`src/rtl/fpv_pkg.sv`:
```
// shared types and constants of the fixed-point vec3 alu
// opcodes, job descriptor passed through the queue, back-end states
// no dependencies
package fpv_pkg;

  localparam int FRAC_BITS = 32;
  localparam int WORD_W    = 64;
  localparam int QDEPTH    = 2;
  localparam int QAW       = $clog2(QDEPTH);
  localparam int QCW       = $clog2(QDEPTH + 1);
  localparam int DIV_W     = WORD_W + FRAC_BITS;
  localparam int DIV_CW    = $clog2(DIV_W);
  localparam int SQ_STEPS  = WORD_W;
  localparam int SQ_CW     = $clog2(SQ_STEPS);
  localparam int SQ_REMW   = WORD_W + 3;

  localparam logic [WORD_W-1:0] FX_ONE = WORD_W'(1) << FRAC_BITS;
  localparam logic [WORD_W-1:0] FX_MAX = {1'b0, {(WORD_W-1){1'b1}}};
  localparam logic [WORD_W-1:0] FX_MIN = {1'b1, {(WORD_W-1){1'b0}}};

  typedef logic [WORD_W-1:0] word_t;
  typedef logic [2:0][WORD_W-1:0] vec_t;

  typedef enum logic [4:0] {
    OP_ADD       = 5'd0,
    OP_SUB       = 5'd1,
    OP_NEG       = 5'd2,
    OP_ABS       = 5'd3,
    OP_SCALE     = 5'd4,
    OP_MULS      = 5'd5,
    OP_DIVS      = 5'd6,
    OP_ADDS      = 5'd7,
    OP_SUBS      = 5'd8,
    OP_DOT       = 5'd9,
    OP_CROSS     = 5'd10,
    OP_LERP_CLMP = 5'd11,
    OP_LERP      = 5'd12,
    OP_MAG       = 5'd13,
    OP_SQMAG     = 5'd14,
    OP_DIST      = 5'd15,
    OP_NORM      = 5'd16,
    OP_EQUAL     = 5'd17,
    OP_XZ_DOT    = 5'd18,
    OP_XZ_CROSS  = 5'd19,
    OP_XZ_MAG    = 5'd20,
    OP_XZ_SQMAG  = 5'd21,
    OP_XZ_DIST   = 5'd22,
    OP_XZ_SQDIST = 5'd23
  } op_t;

  // how the back end folds the products into the result
  typedef enum logic [2:0] {
    CMB_NONE,
    CMB_VEC,
    CMB_LERP,
    CMB_CROSS,
    CMB_DOT,
    CMB_XCROSS
  } cmb_t;

  typedef struct packed {
    cmb_t  cmb;
    logic  two_pass;
    logic  do_sqrt;
    logic  do_div;
    logic  div_by_root;
    vec_t  x1;
    vec_t  y1;
    vec_t  x2;
    vec_t  y2;
    vec_t  pre;
    word_t dvs;
    logic  eq;
    logic  err;
  } job_t;

  typedef enum logic [2:0] {
    BS_IDLE,
    BS_MUL,
    BS_COMB,
    BS_SQRT,
    BS_SQEND,
    BS_DIV,
    BS_DONE
  } bst_t;

endpackage

```
`src/rtl/fpv_front.sv`:
```
// front end: decodes the opcode and prepares operands for the back end
// simple operations are finished here; depends on fpv_pkg
module fpv_front import fpv_pkg::*; (
  input  logic [4:0]   opcode,
  input  vec_t         a,
  input  vec_t         b,
  input  word_t        s,
  output job_t         job
);

  vec_t  d;
  vec_t  bma;
  vec_t  abs_a;
  word_t t;
  op_t   op;

  assign op = op_t'(opcode);

  always_comb begin
    for (int i = 0; i < 3; i++) begin
      d[i]     = a[i] - b[i];
      bma[i]   = b[i] - a[i];
      abs_a[i] = a[i][WORD_W-1] ? (WORD_W'(0) - a[i]) : a[i];
    end
  end

  // lerp fraction clamped to [0, 1] for the clamped lerp only
  always_comb begin
    if (op == OP_LERP_CLMP && s[WORD_W-1]) begin
      t = '0;
    end else if (op == OP_LERP_CLMP && s > FX_ONE) begin
      t = FX_ONE;
    end else begin
      t = s;
    end
  end

  always_comb begin
    job     = '0;
    job.cmb = CMB_NONE;
    job.eq  = (a == b);
    unique case (op) inside
      OP_ADD: begin
        for (int i = 0; i < 3; i++) job.pre[i] = a[i] + b[i];
      end
      OP_SUB: job.pre = d;
      OP_NEG: begin
        for (int i = 0; i < 3; i++) job.pre[i] = WORD_W'(0) - a[i];
      end
      OP_ABS: job.pre = abs_a;
      OP_SCALE: begin
        job.cmb = CMB_VEC;
        job.x1  = a;
        job.y1  = b;
      end
      OP_MULS: begin
        job.cmb = CMB_VEC;
        job.x1  = a;
        job.y1  = {s, s, s};
      end
      OP_DIVS: begin
        job.do_div = 1'b1;
        job.pre    = a;
        job.dvs    = s;
        job.err    = (s == '0);
      end
      OP_ADDS: begin
        for (int i = 0; i < 3; i++) job.pre[i] = a[i] + s;
      end
      OP_SUBS: begin
        for (int i = 0; i < 3; i++) job.pre[i] = a[i] - s;
      end
      OP_DOT: begin
        job.cmb = CMB_DOT;
        job.x1  = a;
        job.y1  = b;
      end
      OP_CROSS: begin
        job.cmb      = CMB_CROSS;
        job.two_pass = 1'b1;
        job.x1       = {a[0], a[2], a[1]};
        job.y1       = {b[1], b[0], b[2]};
        job.x2       = {a[1], a[0], a[2]};
        job.y2       = {b[0], b[2], b[1]};
      end
      OP_LERP_CLMP, OP_LERP: begin
        job.cmb = CMB_LERP;
        job.x1  = bma;
        job.y1  = {t, t, t};
        job.pre = a;
      end
      OP_MAG, OP_SQMAG: begin
        job.cmb     = CMB_DOT;
        job.x1      = a;
        job.y1      = a;
        job.do_sqrt = (op == OP_MAG);
      end
      OP_DIST: begin
        job.cmb     = CMB_DOT;
        job.x1      = d;
        job.y1      = d;
        job.do_sqrt = 1'b1;
      end
      OP_NORM: begin
        job.cmb         = CMB_DOT;
        job.x1          = a;
        job.y1          = a;
        job.do_sqrt     = 1'b1;
        job.do_div      = 1'b1;
        job.div_by_root = 1'b1;
        job.pre         = a;
      end
      OP_XZ_DOT: begin
        job.cmb   = CMB_DOT;
        job.x1    = a;
        job.x1[1] = '0;
        job.y1    = b;
      end
      OP_XZ_CROSS: begin
        job.cmb      = CMB_XCROSS;
        job.two_pass = 1'b1;
        job.x1[0]    = a[0];
        job.y1[0]    = b[2];
        job.x2[0]    = a[2];
        job.y2[0]    = b[0];
      end
      OP_XZ_MAG, OP_XZ_SQMAG: begin
        job.cmb     = CMB_DOT;
        job.x1      = a;
        job.x1[1]   = '0;
        job.y1      = a;
        job.do_sqrt = (op == OP_XZ_MAG);
      end
      OP_XZ_DIST, OP_XZ_SQDIST: begin
        job.cmb     = CMB_DOT;
        job.x1      = d;
        job.x1[1]   = '0;
        job.y1      = d;
        job.do_sqrt = (op == OP_XZ_DIST);
      end
      default: ;
    endcase
  end

endmodule

```
`config.mk`:
```
export PLATFORM = sky130hd
export DESIGN_NAME = fpv_front
export DESIGN_NICKNAME = d
export VERILOG_FILES = /design/src/rtl/fpv_pkg.sv /design/src/rtl/fpv_front.sv
export SDC_FILE = /design/constraint.sdc
export NUM_CORES = 2
export LEC_CHECK = 0
export BUFFER_PORTS_ARGS = -buffer_cell sky130_fd_sc_hd__buf_2
export CELL_PAD_IN_SITES_DETAIL_PLACEMENT = 2
export CELL_PAD_IN_SITES_GLOBAL_PLACEMENT = 2
export CORE_AREA = 2 2 584 586
export DETAILED_ROUTE_END_ITERATION = 7
export DIE_AREA = 0 0 586 588
export PLACE_DENSITY_LB_ADDON = 0.08
export SLEW_MARGIN = 20
export SYNTH_ARGS = -nofsm -noshare
export SYNTH_HDL_FRONTEND = slang
export SYNTH_SLANG_ARGS = --single-unit
```
`constraint.sdc`:
```
create_clock -name vclk -period 19.7
set_clock_uncertainty 0.15 [all_clocks]
set_input_delay 1.97 -clock vclk [all_inputs]
set_output_delay 1.97 -clock vclk [all_outputs]
set_load 0.005 [all_outputs]
```
==> results.toml <==
[global_route]
first_global_vias = 93050
grt_overflow = 0
grt_util_all_layers_pct = 41.00
largest_net_degree_at_the_start_of_global_routing = 130
grt_antenna_before_repair = 266
grt_first_pass_wirelength_um = 949100

[layout]
layout.sequential_cells = 0
finalNetCount = 11840
final_layout_size_suffix_gt1_share_pct = 17.69
count_of_clock_net_buffers_in_the_final_layout = 0
final-seq-area_um2 = 0
area_growth_syn_to_layout_pct = 21.88
multi_input_comb_area_mm2 = 0.05543
fill_cells = 41480
finalInstanceArea_mm2 = 0.07267

[place]
detailedPlacementHpwl_um = 643500
globalplace.congestion = 1.007
place_area_mm2 = 0.07229
port_buffers = 1486

[floorplan]
starting_density_pct = 17.62
io_pins = 1486
fp.dieW_um = 586
die_h_um = 588
dieArea_mm2 = 0.3446
core.rowCount = 214
core-area_mm2 = 0.3384

[synth]
post_synth_main_area_contributors = "sky130_fd_sc_hd__ha_1, sky130_fd_sc_hd__a21oi_1, sky130_fd_sc_hd__o21ai_0"
yosysTopAreaCell = "sky130_fd_sc_hd__ha_1"
postSynthNetCount = 10840
yosys.area.top_type_share_pct = 12.11
synthesis.area_mm2 = 0.05962
ys_warn_count = 0
synthCells = 9796
post_synthesis_sequential_area_ratio_pct = 0
synth.lib_cells_used.distinct = 94
synth.avg_cell_area_um2 = 6.086

[timing]
timing.final.crit_period_ns = 12.65
tns_ns = 0
timing.final.setup_violations = 0
finalHoldViolCount = 0
tightest_slew_ns = 1.415
maxSlewHeadroom_pct = 5.321
fmax_mhz = 79.08
rsz0062_at_grt = "no"
final-max-slew-violation-count = 0
timing.final.crit_share_pct = 64.19

[detailed_routing]
detail_route.first_pass.iterations = 8
wl_um = 745700
drt-initial-drc-count = 13800
wire_per_inst_um = 48.22
number_of_vias_after_detailed_routing = 95470
drc_errors = 12
route.antenna.remaining_nets = 0
via_per_inst = 6.173

[min_path]
worstHoldPathType = "primary input to output port"

[critical_path]
worstPathMaxFanout = 8
critical_path_class = "primary input to output port"
critical-path-slowest-cell = "sky130_fd_sc_hd__a21oi_1"
worst_ep_required_time_ns = 17.58
highest_cell_delay_on_the_worst_timing_path_ns = 0.93
worst_setup_path_end_kind = "output port"
cp.buffers_inverters = 3
arrival_ns = 10.53
cell_by_cell_trace_of_the_critical_path = "buf_2 -> inv_1 -> ha_1 -> or3b_2 -> nor4_1 -> nand4_1 -> nor2_1 -> a21oi_1 -> a21oi_1 -> o21ai_0 -> ha_1 -> nand4_1 -> nor2_1 -> nor4b_1 -> o311ai_0 -> nand3_1 -> a41oi_1 -> nor3_1 -> a31oi_1 -> xnor2_1 -> o221ai_1 -> buf_2"
timing.critical_path.from_type = "primary input"
critPathTopFamily = "simple AND/OR/NAND/NOR gates"

[clocking]
postCtsSetupRepairBufs = 0
cts-resized-gates = 0
postCtsHoldBufs = 0

[run_status]
failed_checks = "DRC"
run_status = "finished, violations left"

[job]
maxCapViolCount = 0
-- cell usage after synthesis (all sizes together), types with 166 or more instances --
master and number:
nand2 941, o21ai 990, nand4 199, ha 577, a21oi 1033, o21bai 166, nand3 282, inv 528
nor2 961, xnor2 463, a221oi 186, nor3 302, a21o 334, clkbuf 640
-- stage by stage --
stage          utilization (%)  hold slack [ns]  std cells  setup slack (ns)
3_5_place_dp             21.36            4.224      15340             7.325
3_3_place_gp             21.35            4.217      15340             7.031
4_1_cts                  21.36            4.224      15340             7.282
2_1_floorplan                -            3.875       9796             10.62
6_report                 21.47            4.219      15470             7.055
5_1_grt                  21.43            4.238      15400             6.983
-- tightest hold or removal path: stages --
cell	delay, ns
sky130_fd_sc_hd__buf_2	0.15
sky130_fd_sc_hd__and3_1	0.15
sky130_fd_sc_hd__buf_2	0.12
-- logic make-up after synthesis --
| group | synth area share [%] |
|---|---|
| and+or+nand+nor | 26.49 |
| adders and majority gates | 12.41 |
| muxes | 0.4785 |
| AOI/OAI and AO/OA | 43.65 |
| buffers and inverters | 7.857 |
| xor gates and xnor gates | 9.108 |
-- final timing paths --
path / to / startpoint / cells after the start / slack (ns)
worst min-delay path: job[8] / s[6] / 3 / 4.22
worst max-delay path: job[129] / s[1] / 22 / 7.05
-- routing by layer --
| metal | global-route usage (%) | up-vias | share of wire, % |
|---|---|---|---|
| met5 | 0.9971 | - | 0.067 |
| met4 | 14.49 | 26 | 3.9 |
| met3 | 9.961 | 622 | 9.7 |
| met2 | 57.62 | 5508 | 40 |
| met1 | 59.38 | 50480 | 46 |
| li1 | - | 38830 | - |
-- layout make-up --
cell class / instances / area share, %
Tap cell: 4536 / 7.810
Antenna cell: 129 / 0.4442
Inverter: 529 / 2.733
Timing Repair Buffer: 1718 / 12.73
Multi-Input combinational cell: 8554 / 76.28
-- placed cells by master, fill, tap and decap left out, types with 129 or more instances in the layout --
cell	n
sky130_fd_sc_hd__nand2_1	936
sky130_fd_sc_hd__ha_1	577
sky130_fd_sc_hd__inv_1	527
sky130_fd_sc_hd__nor2_1	929
sky130_fd_sc_hd__o21bai_1	166
sky130_fd_sc_hd__and3_1	136
sky130_fd_sc_hd__xor2_1	155
sky130_fd_sc_hd__o211ai_1	140
sky130_fd_sc_hd__o21ai_0	957
sky130_fd_sc_hd__xnor2_1	463
sky130_fd_sc_hd__a222oi_1	144
sky130_fd_sc_hd__buf_2	1486
sky130_fd_sc_hd__a221oi_1	185
sky130_fd_sc_hd__a21oi_1	1028
sky130_fd_sc_hd__nor3_1	292
sky130_fd_sc_hd__nand4_1	199
sky130_fd_sc_hd__a21o_1	334
sky130_fd_sc_hd__diode_2	129
sky130_fd_sc_hd__nand3_1	279
sky130_fd_sc_hd__buf_4	226
